[src/rtl/grc_pkg.sv]
// ---------------------------------------------------------------------------
// grc_pkg: shared types and constants of the raycast column renderer
// beat structs, register map, sine table
// ---------------------------------------------------------------------------
package grc_pkg;

   localparam int COLUMNS_DEF  = 120;
   localparam int ROWS_DEF     = 40;
   localparam int MAP_SIDE_DEF = 16;

   localparam logic [15:0] STEP_Q12      = 16'd410;
   localparam logic [15:0] VIEW_SPAN_RST = 16'd10923;
   localparam logic [4:0]  MAX_DEPTH_RST = 5'd16;

   localparam int ADDR_W = 6;
   localparam logic [ADDR_W-1:0] REG_WALL0     = 6'd0;
   localparam logic [ADDR_W-1:0] REG_WALL1     = 6'd8;
   localparam logic [ADDR_W-1:0] REG_WALL2     = 6'd16;
   localparam logic [ADDR_W-1:0] REG_WALL3     = 6'd24;
   localparam logic [ADDR_W-1:0] REG_VIEW_SPAN = 6'd32;
   localparam logic [ADDR_W-1:0] REG_MAX_DEPTH = 6'd40;

   localparam logic [2:0] GLYPH_BLANK  = 3'd0;
   localparam logic [2:0] GLYPH_FULL   = 3'd1;
   localparam logic [2:0] GLYPH_DARK   = 3'd2;
   localparam logic [2:0] GLYPH_MEDIUM = 3'd3;
   localparam logic [2:0] GLYPH_LIGHT  = 3'd4;

   typedef struct packed {
      logic [6:0]  column;
      logic [15:0] pos_x;
      logic [15:0] pos_y;
      logic [15:0] heading;
   } req_type;

   typedef struct packed {
      logic [5:0]  row;
      logic [2:0]  glyph;
      logic [15:0] wall_distance;
      logic        last_row;
   } rsp_type;

   function automatic logic [14:0] quarter_sine(input logic [6:0] i);
      logic [14:0] v;
      case (i)
         7'd0: v = 15'd0;      7'd1: v = 15'd402;    7'd2: v = 15'd804;
         7'd3: v = 15'd1205;   7'd4: v = 15'd1606;   7'd5: v = 15'd2006;
         7'd6: v = 15'd2404;   7'd7: v = 15'd2801;   7'd8: v = 15'd3196;
         7'd9: v = 15'd3590;   7'd10: v = 15'd3981;  7'd11: v = 15'd4370;
         7'd12: v = 15'd4756;  7'd13: v = 15'd5139;  7'd14: v = 15'd5520;
         7'd15: v = 15'd5897;  7'd16: v = 15'd6270;  7'd17: v = 15'd6639;
         7'd18: v = 15'd7005;  7'd19: v = 15'd7366;  7'd20: v = 15'd7723;
         7'd21: v = 15'd8076;  7'd22: v = 15'd8423;  7'd23: v = 15'd8765;
         7'd24: v = 15'd9102;  7'd25: v = 15'd9434;  7'd26: v = 15'd9760;
         7'd27: v = 15'd10080; 7'd28: v = 15'd10394; 7'd29: v = 15'd10702;
         7'd30: v = 15'd11003; 7'd31: v = 15'd11297; 7'd32: v = 15'd11585;
         7'd33: v = 15'd11866; 7'd34: v = 15'd12140; 7'd35: v = 15'd12406;
         7'd36: v = 15'd12665; 7'd37: v = 15'd12916; 7'd38: v = 15'd13160;
         7'd39: v = 15'd13395; 7'd40: v = 15'd13623; 7'd41: v = 15'd13842;
         7'd42: v = 15'd14053; 7'd43: v = 15'd14256; 7'd44: v = 15'd14449;
         7'd45: v = 15'd14635; 7'd46: v = 15'd14811; 7'd47: v = 15'd14978;
         7'd48: v = 15'd15137; 7'd49: v = 15'd15286; 7'd50: v = 15'd15426;
         7'd51: v = 15'd15557; 7'd52: v = 15'd15679; 7'd53: v = 15'd15791;
         7'd54: v = 15'd15893; 7'd55: v = 15'd15986; 7'd56: v = 15'd16069;
         7'd57: v = 15'd16143; 7'd58: v = 15'd16207; 7'd59: v = 15'd16261;
         7'd60: v = 15'd16305; 7'd61: v = 15'd16340; 7'd62: v = 15'd16364;
         7'd63: v = 15'd16379; 7'd64: v = 15'd16384;
         default: v = 15'd0;
      endcase
      return v;
   endfunction

   // signed Q1.14 sine of a 256-step angle
   function automatic logic signed [15:0] sine_of(input logic [7:0] s);
      logic [6:0]  idx;
      logic [15:0] mag;
      idx = s[6] ? (7'd64 - {1'b0, s[5:0]}) : {1'b0, s[5:0]};
      mag = {1'b0, quarter_sine(idx)};
      return s[7] ? -$signed(mag) : $signed(mag);
   endfunction

endpackage

[src/rtl/grid_raycast_column_renderer_core.sv]
// ---------------------------------------------------------------------------
// grid_raycast_column_renderer_core
// casts one ray per column beat over a 16x16 wall map and streams row glyphs
// ---------------------------------------------------------------------------
//  channel | direction | handshake        | payload
//  req     | in        | req_valid/stall  | grc_pkg::req_type
//  rsp     | out       | rsp_valid/stall  | grc_pkg::rsp_type
//  csr     | in        | psel/penable     | 64-bit registers at 8*i
//
// a column is busy from its req beat until its last row is loaded (up to
// 160 marches at depth 16), then the idle state takes the next beat: one shared
// signed multiplier handles the angle scale, the reciprocal column divide and
// both march axes, and a restoring divider yields one wall-height bit a cycle
// of a 32-bit quotient. reset is synchronous; state, rsp_valid and csr registers reset.
// a stalled rsp beat holds; req_stall stays high until the last row is loaded.
module grid_raycast_column_renderer_core #(
   parameter int COLUMNS  = grc_pkg::COLUMNS_DEF,
   parameter int ROWS     = grc_pkg::ROWS_DEF,
   parameter int MAP_SIDE = grc_pkg::MAP_SIDE_DEF
) (
   input  logic                       clock,
   input  logic                       reset,
   input  logic                       req_valid,
   output logic                       req_stall,
   input  grc_pkg::req_type           req_data,
   output logic                       rsp_valid,
   input  logic                       rsp_stall,
   output grc_pkg::rsp_type           rsp_data,
   input  logic                       csr_psel,
   input  logic                       csr_penable,
   input  logic                       csr_pwrite,
   input  logic [grc_pkg::ADDR_W-1:0] csr_paddr,
   input  logic [63:0]                csr_pwdata,
   output logic [63:0]                csr_prdata,
   output logic                       csr_pready
);

   localparam int  RW        = $clog2(ROWS + 1);
   localparam int  CEW       = RW + 6;
   localparam int  LIM       = MAP_SIDE * 4096;
   localparam logic [31:0] NUMER = 32'(ROWS) << 24;
   localparam logic [31:0] HALF  = 32'(ROWS) * 32'd2048;
   // column*span is below 2^23; reciprocal exact over that range
   localparam int  RS        = 23 + $clog2(COLUMNS);
   localparam logic [63:0] RECIP_W = ((64'd1 << RS) + 64'(COLUMNS) - 64'd1) / 64'(COLUMNS);
   localparam logic [23:0] RECIP   = RECIP_W[23:0];

   typedef enum logic [3:0] {
      S_IDLE, S_SCALE, S_DIVC, S_TRIG, S_MX, S_MY, S_DIV, S_CEIL, S_ROWS
   } state_type;

   state_type state_ff, state_in;

   // configuration
   logic [63:0] wall_ff [4];
   logic [15:0] span_ff;
   logic [4:0]  depth_ff;
   logic        wr;

   assign csr_pready = 1'b1;
   assign wr = csr_psel && csr_penable && csr_pwrite;

   always_ff @(posedge clock) begin
      if (reset) begin
         for (int i = 0; i < 4; i++) wall_ff[i] <= '0;
         span_ff  <= grc_pkg::VIEW_SPAN_RST;
         depth_ff <= grc_pkg::MAX_DEPTH_RST;
      end else if (wr) begin
         case (csr_paddr)
            grc_pkg::REG_WALL0:     wall_ff[0] <= csr_pwdata;
            grc_pkg::REG_WALL1:     wall_ff[1] <= csr_pwdata;
            grc_pkg::REG_WALL2:     wall_ff[2] <= csr_pwdata;
            grc_pkg::REG_WALL3:     wall_ff[3] <= csr_pwdata;
            grc_pkg::REG_VIEW_SPAN: span_ff    <= csr_pwdata[15:0];
            grc_pkg::REG_MAX_DEPTH: depth_ff   <= csr_pwdata[4:0];
            default: ;
         endcase
      end
   end

   always_comb begin
      case (csr_paddr)
         grc_pkg::REG_WALL0:     csr_prdata = wall_ff[0];
         grc_pkg::REG_WALL1:     csr_prdata = wall_ff[1];
         grc_pkg::REG_WALL2:     csr_prdata = wall_ff[2];
         grc_pkg::REG_WALL3:     csr_prdata = wall_ff[3];
         grc_pkg::REG_VIEW_SPAN: csr_prdata = {48'd0, span_ff};
         grc_pkg::REG_MAX_DEPTH: csr_prdata = {59'd0, depth_ff};
         default:                csr_prdata = '0;
      endcase
   end

   // working registers
   grc_pkg::req_type    req_ff;
   logic [31:0]         prod_ff;     // column*span, later remainder
   logic [31:0]         quot_ff;
   logic [5:0]          cnt_ff;
   logic signed [15:0]  sx_ff, sy_ff;
   logic [16:0]         d_ff;
   logic [16:0]         dmax_ff;
   logic signed [18:0]  tx_ff;
   logic [RW-1:0]       y_ff;
   logic signed [CEW-1:0] ceil_ff;
   logic [2:0]          gw_ff;
   logic                rsp_valid_ff;
   grc_pkg::rsp_type    rsp_ff;

   // shared multiplier: 25 x 25 signed
   logic signed [24:0]  mul_a;
   logic signed [24:0]  mul_b;
   logic signed [49:0]  mul_p;
   always_comb begin
      case (state_ff)
         S_MY:    begin mul_a = 25'(sy_ff); mul_b = $signed({8'b0, d_ff}); end
         S_MX:    begin mul_a = 25'(sx_ff); mul_b = $signed({8'b0, d_ff}); end
         S_DIVC:  begin
            mul_a = $signed({1'b0, prod_ff[23:0]});
            mul_b = $signed({1'b0, RECIP});
         end
         default: begin
            mul_a = $signed({9'b0, span_ff});
            mul_b = $signed({18'b0, req_ff.column});
         end
      endcase
   end
   assign mul_p = mul_a * mul_b;

   // floor(p/16384) is an arithmetic shift
   logic signed [20:0] off;
   assign off = 21'(mul_p >>> 14);

   logic signed [18:0] tpos;
   always_comb begin
      if (state_ff == S_MX) tpos = 19'($signed({3'b0, req_ff.pos_x}) + off);
      else                  tpos = 19'($signed({3'b0, req_ff.pos_y}) + off);
   end

   logic        out_x, out_y, wall_hit;
   logic [3:0]  cell_x, cell_y;
   logic [63:0] wrow;
   assign out_x  = tx_ff < 0 || tx_ff >= 19'(LIM);
   assign out_y  = tpos < 0 || tpos >= 19'(LIM);
   assign cell_x = tx_ff[15:12];
   assign cell_y = tpos[15:12];
   assign wrow   = wall_ff[cell_y[3:2]];
   assign wall_hit = wrow[{cell_y[1:0], cell_x}];

   // restoring divider step
   logic [32:0] rem_sh;
   logic        rem_ge;
   logic [31:0] div_den;
   assign div_den = {15'd0, d_ff};
   assign rem_sh  = {prod_ff, quot_ff[31]};
   assign rem_ge  = rem_sh >= {1'b0, div_den};

   // ray angle after column divide
   logic [15:0] ray;
   logic [7:0]  tstep;
   assign ray   = req_ff.heading - {1'b0, span_ff[15:1]} + quot_ff[15:0];
   assign tstep = 8'((17'(ray) + 17'd128) >> 8);

   logic signed [31:0] c12;
   logic signed [CEW-1:0] ceil_v;
   assign c12 = $signed(HALF) - $signed(quot_ff);
   assign ceil_v = (c12 >= 0) ? CEW'(c12 >>> 12) : -CEW'((-c12) >>> 12);

   logic [18:0] d3;
   logic [18:0] dm2;
   assign d3  = 19'(d_ff) * 19'd3;
   assign dm2 = 19'(dmax_ff) << 1;

   logic [2:0] g_row;
   logic signed [CEW-1:0] yv, fl;
   logic [RW+3:0] kk;
   always_comb begin
      yv = $signed(CEW'(y_ff));
      fl = CEW'(ROWS) - ceil_ff;
      kk = (RW+4)'(ROWS) - (RW+4)'(y_ff);
      if (yv <= ceil_ff)        g_row = grc_pkg::GLYPH_BLANK;
      else if (yv <= fl)        g_row = gw_ff;
      else if ((kk << 3) < (RW+4)'(ROWS))      g_row = grc_pkg::GLYPH_DARK;
      else if ((kk << 2) < (RW+4)'(ROWS))      g_row = grc_pkg::GLYPH_MEDIUM;
      else if ((kk << 3) < (RW+4)'(3 * ROWS))  g_row = grc_pkg::GLYPH_LIGHT;
      else                                      g_row = grc_pkg::GLYPH_BLANK;
   end

   logic [4:0] depth_c;
   assign depth_c = (depth_ff == 5'd0) ? 5'd1 : ((depth_ff > 5'd16) ? 5'd16 : depth_ff);

   logic rsp_free;
   assign rsp_free = !rsp_valid_ff || !rsp_stall;

   always_comb begin
      state_in = state_ff;
      case (state_ff)
         S_IDLE:  if (req_valid) state_in = S_SCALE;
         S_SCALE: state_in = S_DIVC;
         S_DIVC:  state_in = S_TRIG;
         S_TRIG:  state_in = (dmax_ff == '0) ? S_DIV : S_MX;
         S_MX:    state_in = S_MY;
         S_MY: begin
            if (out_x || out_y || wall_hit || (d_ff >= dmax_ff)) state_in = S_DIV;
            else state_in = S_MX;
         end
         S_DIV:   if (cnt_ff == 6'd31) state_in = S_CEIL;
         S_CEIL:  state_in = S_ROWS;
         S_ROWS:  if (rsp_free && y_ff == RW'(ROWS - 1)) state_in = S_IDLE;
         default: state_in = S_IDLE;
      endcase
   end

   always_ff @(posedge clock) begin
      if (reset) begin
         state_ff     <= S_IDLE;
         rsp_valid_ff <= 1'b0;
      end else begin
         state_ff <= state_in;
         if (rsp_free) rsp_valid_ff <= (state_ff == S_ROWS);
         case (state_ff)
            S_IDLE: begin
               if (req_valid) req_ff <= req_data;
               dmax_ff <= 17'(depth_c) << 12;
            end
            S_SCALE: begin
               prod_ff <= 32'(mul_p);
            end
            S_DIVC: begin
               quot_ff <= 32'(mul_p >> RS);
            end
            S_DIV: begin
               prod_ff <= rem_ge ? 32'(rem_sh - {1'b0, div_den}) : rem_sh[31:0];
               quot_ff <= {quot_ff[30:0], rem_ge};
               cnt_ff  <= cnt_ff + 6'd1;
            end
            S_TRIG: begin
               sx_ff <= grc_pkg::sine_of(tstep);
               sy_ff <= grc_pkg::sine_of(tstep + 8'd64);
               d_ff  <= grc_pkg::STEP_Q12[15:0];
               if (dmax_ff == '0) begin
                  prod_ff <= '0; quot_ff <= NUMER; cnt_ff <= '0;
               end
            end
            S_MX: tx_ff <= tpos;
            S_MY: begin
               if (out_x || out_y || wall_hit || d_ff >= dmax_ff) begin
                  if (out_x || out_y) d_ff <= dmax_ff;
                  prod_ff <= '0;
                  quot_ff <= NUMER;
                  cnt_ff  <= '0;
               end else begin
                  d_ff <= d_ff + 17'(grc_pkg::STEP_Q12);
               end
            end
            S_CEIL: begin
               ceil_ff <= ceil_v;
               y_ff    <= '0;
               if (d3 <= 19'(dmax_ff))                     gw_ff <= grc_pkg::GLYPH_FULL;
               else if ((19'(d_ff) << 1) < 19'(dmax_ff))  gw_ff <= grc_pkg::GLYPH_DARK;
               else if (d3 < dm2)                          gw_ff <= grc_pkg::GLYPH_MEDIUM;
               else if (d_ff < dmax_ff)                    gw_ff <= grc_pkg::GLYPH_LIGHT;
               else                                        gw_ff <= grc_pkg::GLYPH_BLANK;
            end
            S_ROWS: begin
               if (rsp_free) begin
                  rsp_ff.row             <= 6'(y_ff);
                  rsp_ff.glyph           <= g_row;
                  rsp_ff.wall_distance   <= d_ff[16] ? 16'hFFFF : d_ff[15:0];
                  rsp_ff.last_row        <= (y_ff == RW'(ROWS - 1));
                  y_ff                   <= y_ff + RW'(1);
               end
            end
            default: ;
         endcase
      end
   end

   assign req_stall = (state_ff != S_IDLE);
   assign rsp_valid = rsp_valid_ff;
   assign rsp_data  = rsp_ff;

`ifndef SYNTHESIS
   a_no_take_busy: assert property (@(posedge clock) disable iff (reset)
      state_ff != S_IDLE |-> req_stall)
      else $error("req taken while busy");
   a_hold: assert property (@(posedge clock) disable iff (reset)
      rsp_valid && rsp_stall |=> rsp_valid && $stable(rsp_data))
      else $error("stalled rsp beat changed");
   a_rows_only: assert property (@(posedge clock) disable iff (reset)
      $rose(rsp_valid) |-> $past(state_ff) == S_ROWS)
      else $error("rsp beat outside row phase");
   a_dist: assert property (@(posedge clock) disable iff (reset)
      state_ff == S_CEIL |-> d_ff <= dmax_ff + 17'(grc_pkg::STEP_Q12))
      else $error("march distance overran");
`endif

endmodule
[config.mk]
export PLATFORM = sky130hd
export DESIGN_NAME = grid_raycast_column_renderer_core
export DESIGN_NICKNAME = d
export VERILOG_FILES = /design/src/rtl/grc_pkg.sv /design/src/rtl/grid_raycast_column_renderer_core.sv
export SDC_FILE = /design/constraint.sdc
export NUM_CORES = 2
export LEC_CHECK = 0
export ABC_AREA = 1
export BUFFER_PORTS_ARGS = -buffer_cell sky130_fd_sc_hd__buf_4
export CORE_MARGIN = 2
export CORE_UTILIZATION = 45
export DETAILED_ROUTE_END_ITERATION = 16
export GPL_TIMING_DRIVEN = 0
export REMOVE_ABC_BUFFERS = 1
export SYNTH_ARGS = -nofsm -noshare
export SYNTH_HDL_FRONTEND = slang
export SYNTH_SLANG_ARGS = --single-unit
export TNS_END_PERCENT = 50
[constraint.sdc]
create_clock -name clock -period 15.2 [get_ports clock]
set_input_delay 3.04 -clock clock [delete_from_list [all_inputs] [get_ports clock]]
set_output_delay 3.04 -clock clock [all_outputs]
set_load 0.01 [all_outputs]
Word-level counts from Yosys, hierarchy flattened
Memories as Yosys holds them, arrays and structs flattened.
Cells that the tools add are included.
{"block": "word_totals", "memories": 3, "mem_bits_ro": 3840, "latch_bits": 0, "mem_bits_rw": 256, "regBits": 271, "elab_cells": 200}
{"block": "op_classes", "eq_ne": 22, "n_mux": 66, "multipliers": 2, "bitwise": 5, "n_lt_le_gt_ge": 18, "n_reduce_logical": 38, "shifts": 0, "addsub": 19, "n_div": 0}
{"memory": "(no name shown)", "words": 128, "word_bits": 15, "read_ports": 1, "rd_clocked_by_memory_dff": 0, "write_ports": 0, "line_no": "grc_pkg.sv:45", "rtl": "case (i)"}
{"memory": "(no name shown)", "words": 128, "word_bits": 15, "read_ports": 1, "rd_clocked_by_memory_dff": 0, "write_ports": 0, "line_no": "grc_pkg.sv:45"}
{"memory": "wall_ff", "words": 4, "word_bits": 64, "read_ports": 5, "rd_clocked_by_memory_dff": 0, "write_ports": 4, "line_no": "grid_raycast_column_renderer_core.sv:55", "rtl": "logic [63:0] wall_ff [4];"}
{"operator": "case mux 64 bit (6 select lines)", "count": 1}
{"operator": "two-way mux 64 bit", "count": 4}
{"operator": "case mux 32 bit (4 select lines)", "count": 2}
{"operator": "two-way mux 32 bit", "count": 5}
{"operator": "two-way mux 15 bit", "count": 6}
{"operator": "case mux 25 bit (3 select lines)", "count": 1}
{"operator": "multiplier 25 x 25 -> 50 bit", "count": 1}
{"operator": "case mux 24 bit (2 select lines)", "count": 1}
{"operator": "adder 17 x 19 -> 19 bit", "count": 2}
{"operator": ">= comparator 19 x 18 -> 1 bit (second input constant)", "count": 2}
{"operator": "< comparator 19 x 1 -> 1 bit (second input constant)", "count": 2}
{"operator": "case mux 4 bit (9 select lines)", "count": 1}
{"operator": "two-way mux 17 bit", "count": 2}
{"operator": "case mux 17 bit (2 select lines)", "count": 1}
{"operator": ">= comparator 33 x 17 -> 1 bit", "count": 1}
{"operator": ">= comparator 32 x 1 -> 1 bit (second input constant)", "count": 1}
{"operator": "negator 15 -> 16 bit", "count": 2}
{"operator": "subtractor 18 x 32 -> 32 bit (first input constant)", "count": 1}
{"operator": "subtractor 32 x 17 -> 32 bit", "count": 1}
{"operator": "<= comparator 7 x 12 -> 1 bit", "count": 2}
{"operator": "negator 24 bit", "count": 1}
{"operator": "< comparator 10 x 6 -> 1 bit (second input constant)", "count": 2}
{"operator": "<= comparator 19 x 17 -> 1 bit", "count": 1}
{"operator": "< comparator 19 x 18 -> 1 bit", "count": 1}
{"operator": "55 further kinds", "count": 126}

Depth between registers and ports, before layout
{"block": "logic_depth", "word_depth": 13, "depth_mapped": 60, "ltp_nobuf": 58}

Worst setup path before layout
OpenSTA, ideal clock, no wires.
{"block": "synth_path", "path_type": "reg-to-reg", "start": "register state_ff[0]", "end": "register prod_ff[0], enable pin", "path_stages_with_launch": 52, "path_slack_ns": 4.150, "path_buffers": 5, "t_arrival_ns": 10.629, "setup_ns": 0.421, "required_time_ns": 14.779, "path_cell_list": "dfxtp_1 > nor2_1 > nand2_1 > nor2_1 > nor2_1 > inv_1 > buf_2 > buf_1 > o21ai_1 > clkinv_1 > nand2_1 > fa_1 > fa_1 > inv_1 > fa_1 > ha_1 > fa_1 > inv_1 > (+16 left out) > a21oi_1 > nand2_1 > nand2_1 > nand2_1 > buf_4 > clkbuf_1 > nand3_1 > nand3_1 > nand3_1 > nand3_1 > nand3_1 > nand3_1 > nand2_1 > nand2_1 > nand4_1 > buf_4 > nand2_1 > nor2_1"}
{"block": "synth_via", "elab_chain_cells": 13}
{"item": "start: declaration", "line_no": "grid_raycast_column_renderer_core.sv:52", "rtl": "state_type state_ff, state_in;"}
{"item": "start signal: assignment", "line_no": "grid_raycast_column_renderer_core.sv:217", "rtl": "state_ff <= state_in;"}
{"item": "== test 4 x 3 -> 1 bit (on tied branches)", "line_no": "grid_raycast_column_renderer_core.sv:113, grid_raycast_column_renderer_core.sv:134, grid_raycast_column_renderer_core.sv:219"}
{"item": "OR reduction 2 bit (no source line)"}
{"item": "case mux 24 bit (2 select lines)", "line_no": "grid_raycast_column_renderer_core.sv:113", "rtl": "case (state_ff)"}
{"item": "multiplier 25 x 25 -> 50 bit", "line_no": "grid_raycast_column_renderer_core.sv:126", "rtl": "assign mul_p = mul_a * mul_b;"}
{"item": "adder 17 x 19 -> 19 bit (on tied branches)", "line_no": "grid_raycast_column_renderer_core.sv:135, grid_raycast_column_renderer_core.sv:134"}
{"item": "two-way mux 19 bit", "line_no": "grid_raycast_column_renderer_core.sv:134", "rtl": "if (state_ff == S_MX) tpos = 19'($signed({3'b0, req_ff.pos_x}) + off);"}
{"item": "memory (4 x 64 bit) (tied with other cells)"}
{"item": "binary-select mux 1 bit (select 6 bit) or logical OR 1 bit (tied branches)", "line_no": "grid_raycast_column_renderer_core.sv:146, grid_raycast_column_renderer_core.sv:142"}
{"item": "two-way mux 1 bit (implied by the code) or logical OR 1 bit (tied branches)", "line_no": "grid_raycast_column_renderer_core.sv:146, grid_raycast_column_renderer_core.sv:245"}
{"item": "logical OR 1 bit (2 in a row)", "line_no": "grid_raycast_column_renderer_core.sv:245", "rtl": "if (out_x || out_y || wall_hit || d_ff >= dmax_ff) begin"}
{"item": "!= test 2 bit (no source line)"}
{"item": "AND reduction 4 bit (no source line) *"}
{"item": "end signal: assignment", "line_no": "grid_raycast_column_renderer_core.sv:225", "rtl": "prod_ff <= 32'(mul_p);"}
{"item": "end signal: assignment", "line_no": "grid_raycast_column_renderer_core.sv:231", "rtl": "prod_ff <= rem_ge ? 32'(rem_sh - {1'b0, div_den}) : rem_sh[31:0];"}
{"item": "end: declaration", "line_no": "grid_raycast_column_renderer_core.sv:95", "rtl": "logic [31:0] prod_ff;"}
Mark *: on every way between the ends. The rest lies on a longest branch, timed or not. The select of a mux whose other input is x is not followed.
A chain may end at the register's enable or synchronous reset.

Worst setup path in the final report
{"block": "layout_path", "start": "register state_ff[2]", "end": "register quot_ff[25], enable pin"}
{"block": "layout_via", "elab_chain_cells": 13}
{"item": "== test 4 x 3 -> 1 bit (on tied branches)", "line_no": "grid_raycast_column_renderer_core.sv:113, grid_raycast_column_renderer_core.sv:134, grid_raycast_column_renderer_core.sv:219"}
{"item": "OR reduction 2 bit (no source line)"}
{"item": "case mux 24 bit (2 select lines)", "line_no": "grid_raycast_column_renderer_core.sv:113"}
{"item": "multiplier 25 x 25 -> 50 bit", "line_no": "grid_raycast_column_renderer_core.sv:126"}
{"item": "adder 17 x 19 -> 19 bit (on tied branches)", "line_no": "grid_raycast_column_renderer_core.sv:135, grid_raycast_column_renderer_core.sv:134"}
{"item": "two-way mux 19 bit", "line_no": "grid_raycast_column_renderer_core.sv:134"}
{"item": "memory (4 x 64 bit) (tied with other cells)"}
{"item": "binary-select mux 1 bit (select 6 bit) or logical OR 1 bit (tied branches)", "line_no": "grid_raycast_column_renderer_core.sv:146, grid_raycast_column_renderer_core.sv:142"}
{"item": "two-way mux 1 bit (implied by the code) or logical OR 1 bit (tied branches)", "line_no": "grid_raycast_column_renderer_core.sv:146, grid_raycast_column_renderer_core.sv:245"}
{"item": "logical OR 1 bit (2 in a row)", "line_no": "grid_raycast_column_renderer_core.sv:245"}
{"item": "!= test 2 bit (no source line)"}
{"item": "AND reduction 4 bit (no source line) *"}
{"item": "end signal: assignment", "line_no": "grid_raycast_column_renderer_core.sv:228", "rtl": "quot_ff <= 32'(mul_p >> RS);"}
{"item": "end signal: assignment", "line_no": "grid_raycast_column_renderer_core.sv:232", "rtl": "quot_ff <= {quot_ff[30:0], rem_ge};"}
{"item": "end: declaration", "line_no": "grid_raycast_column_renderer_core.sv:96", "rtl": "logic [31:0] quot_ff;"}
Marked as above.

==> results.md <==
* DR DRC count at 0
* Clock Path Buffers at 3
* Nets at 7450
* Top_reg_cell synth: edfxtp_1
* Mapped Area at 51800 um^2
* Reg2reg setup slack at 0.90 ns
* Global-route wire length before repair at 256 mm
* Combinational family with the most area after synthesis: adder cells
* Reg-to-Reg End: quot_ff[25]$_DFFE_PP_
* HP Start: rsp_valid$_SDFFE_PP0N_
* DP HPWL at 129 mm
* #FFs+latches synth at 515
* Compound-Gate Fraction of Synth Area at 7.67%
* CTS H-tree depth at 2
* Post-synthesis average cell area at 8.15 um^2
* Met2 routed WL at 77.9 mm
* Crit path launch type: flop
* DRT iter0 DRCs at 4268
* Worst hold path depth at 2
* Largest net degree at the start of global routing at 73
* Final Max Slew Viols at 0
* Die Span Y at 343 um
* Vias per cell at 5.52
* Worst skew pair latency at 0.67 ns
* Initial Utilization at 45.3%
* Synth area leader: edfxtp_1
* Layout cell share with drive strength beyond 1 at 8.45%
* Area delta synth->final at 11.5%
* Inserted Clock Buffers at 55
* Slew @ Worst Pin at 1.42 ns
* Post-synth EDFFs at 489
* Setup crit end kind: flop
* Vias in the first global route at 43400
* M1 wire length at 70.2 mm
* Total Power at 11.2 mW
* Synth warn at 0
* Final instance area at 57800 um^2
* Slew headroom at 5.06%
* Most common cell after layout, fill and taps aside: nand2_1
* DP Cell Count at 7949
* Initial antenna violation count at 10
* Run status: complete, no violations
* # fillers at 10900
* Total routed wirelength at 168 mm
* Worst Hold Path EP: rsp_valid$_SDFFE_PP0N_
* Launch point of the worst reg-to-reg path: state_ff[2]$_SDFFE_PP0P_
* Required @ worst endpoint at 15.46 ns
* Die width at 343 um
* Clock Pin Slew Worst Setup and Hold Paths at 0.06 ns
* Tmin final at 14.30 ns
* PD cells at 194 nW/um^2
* # rows at 124
* Slowest cell on the critical path: nor2_4
* Post-DRT Antenna Nets at 0
* RSZ-0062 raised after global routing: false
* Max frequency at 69.9 MHz
* Peak fanout along the critical path at 72
* Simple-gate area share of the yosys netlist at 23.4%
* Hold Slack at 0.521 ns
* Max Used Layer: met4
* Clock Root Buffer: clkbuf_16
* Drt pass-1 iters at 6
* Post-route clock period utilization at 94.1%
* CTS tree: built
* All-layer global routing usage at 28.3%
* Post-route setup TNS at 0 ns
* Final Wtd Congestion at 0.953
* Worst VDD drop at 278 uV
* Asr flop ratio synth at 0%
* Pleak at 27.2 nW
* Post-DR wirelength/cell at 20.9 um
* Routed via count at 44600
* Setup ws final at 0.900 ns
* Reg area at 15200 um^2
* Area fraction of the dominant cell type after synthesis at 28.3%
* Area of the multi-input gates at 31600 um^2
* Post-Layout Cell Count at 8074
* Core ar. at 114000 um^2
* Metal3 WL at 14.0 mm
* Die area at 118000 um^2
* # port buffers at 223
* Most frequent cells in the layout: 1378 x nand2_1, 1140 x inv_1, 745 x nor2_1
* Worst hold path class: reg -> reg
* Worst R2R Path Depth at 47
* XOR/XNOR share of the synthesized area at 2.14%
* Seq/Total Area, Yosys at 29.3%
* Proportion of synthesized area in mux cells at 0.0579%
* Post-Place Cell Area at 55800 um^2
* Crit path DAT at 14.56 ns
* Netlist cell types at 70
* Sink Count at 515
* # IOs at 225
* Crit-path max cell delay at 0.60 ns
* Final hold violations at 0
* Top cells by area, synth: edfxtp_1 28%, fa_1 20%, nand2_1 10%
* Type of the worst setup path: reg -> reg
* Max-cap violations at 0
* Layout Utilization at 50.6%
* Fraction of the mapped netlist area in adder cells at 26.9%
* Final clock skew at 0.0459 ns
* Setup-failing EPs final at 0
* GRT Residual Overflow at 0
* Pre-CTS WS at -1.21 ns
* Gate Count Post-Synth at 6357
* # hold bufs at CTS at 0
==> state kept, by name, indices dropped and copies added (netlist names) <==
| signal | flops |
|---|---|
| wall_ff | 256 |
| req_ff | 55 |
| prod_ff | 32 |
| quot_ff | 32 |
| rsp_data | 26 |
| d_ff | 17 |
| span_ff | 16 |
| sx_ff | 16 |
| sy_ff | 16 |
| ceil_ff | 12 |
| tx_ff | 7 |
| cnt_ff | 6 |
| y_ff | 6 |
| depth_ff | 5 |
| dmax_ff | 5 |
| state_ff | 4 |
| gw_ff | 3 |
| rsp_valid | 1 |
==> what timing repair did <==
| action | in CTS | in global routing |
|---|---|---|
| setup buffers | 0 | 7 |
| setup endpoints to repair | 105 | 87 |
| endpoints found under the hold margin | 0 | 0 |
| cloned | 1 | 3 |
| gates resized for setup | 7 | 18 |
| pin swaps | 1 | 1 |
==> power by group <==
| group | switching (mW) | leakage (nW) | internal [mW] |
|---|---|---|---|
| Combinational | 5.39 | 21.5 | 2.59 |
| Sequential | 0.0744 | 4.77 | 1.84 |
| Clock | 0.604 | 0.865 | 0.752 |
==> cell usage after synthesis, drive strengths merged, types with 25 or more instances <==
cell and n:
nand2 1427, inv 1154, nor2 778, nand3 517, fa 507, edfxtp 489
ha 305, o21ai 206, a21oi 171, clkbuf 137, a22oi 132, xor2 94
buf 78, nand4 52, nor3 42, xnor2 32, dfxtp 26, o211ai 25
==> routing by layer <==
metal  global-route usage (%)  up-vias
li1                         -    20600
met1                     39.0    21700
met2                     46.0     1973
met3                     3.71      319
met4                     10.1        0
met5                        0        -
==> layout make-up <==
class                   count  area share (%)
clock inverters            25           0.474
flip-flops and latches    515            26.3
clock buffers              79            2.62
well taps                1512            3.27
repair buffers            299            5.00
inverters                1169            7.61
multi-input cells        4464            54.7
repair inverters            2          0.0173
diodes                      9          0.0390
==> critical path, delay by kind of cell (launching register included) <==
| kind | cells | cell delay (ns) |
|---|---|---|
| simple gates | 21 | 5.76 |
| fa+ha+maj | 9 | 4.29 |
| buf+inv | 9 | 1.60 |
| compound gates | 7 | 1.31 |
| xor+xnor | 1 | 0.44 |
| flops | 1 | 0.37 |
==> logic make-up after synthesis <==
group	count (synthesis)
buffers and inverters	1384
AND/OR/NAND/NOR	2869
multiplexers	3
flip-flops	515
XOR/XNOR	126
adder cells (fa/ha/maj)	812
AO/OA/AOI/OAI	646
other	2
==> worst max-delay path by stage <==
stage,start,slack (ns),end,cells past startpoint
after floorplan,state_ff[2]$_SDFFE_PP0P_,1.55,quot_ff[0]$_DFFE_PP_,46
after detailed placement,state_ff[2]$_SDFFE_PP0P_,-1.21,quot_ff[4]$_DFFE_PP_,46
after CTS,state_ff[2]$_SDFFE_PP0P_,0.05,quot_ff[2]$_DFFE_PP_,46
after global placement,csr_paddr[1],-6.24,wall_ff[2][28]$_SDFFCE_PN0P_,6
final,state_ff[2]$_SDFFE_PP0P_,0.90,quot_ff[25]$_DFFE_PP_,47
after global routing,state_ff[2]$_SDFFE_PP0P_,0.11,quot_ff[23]$_DFFE_PP_,47
Note: power is estimated with default switching activity, not from simulation.
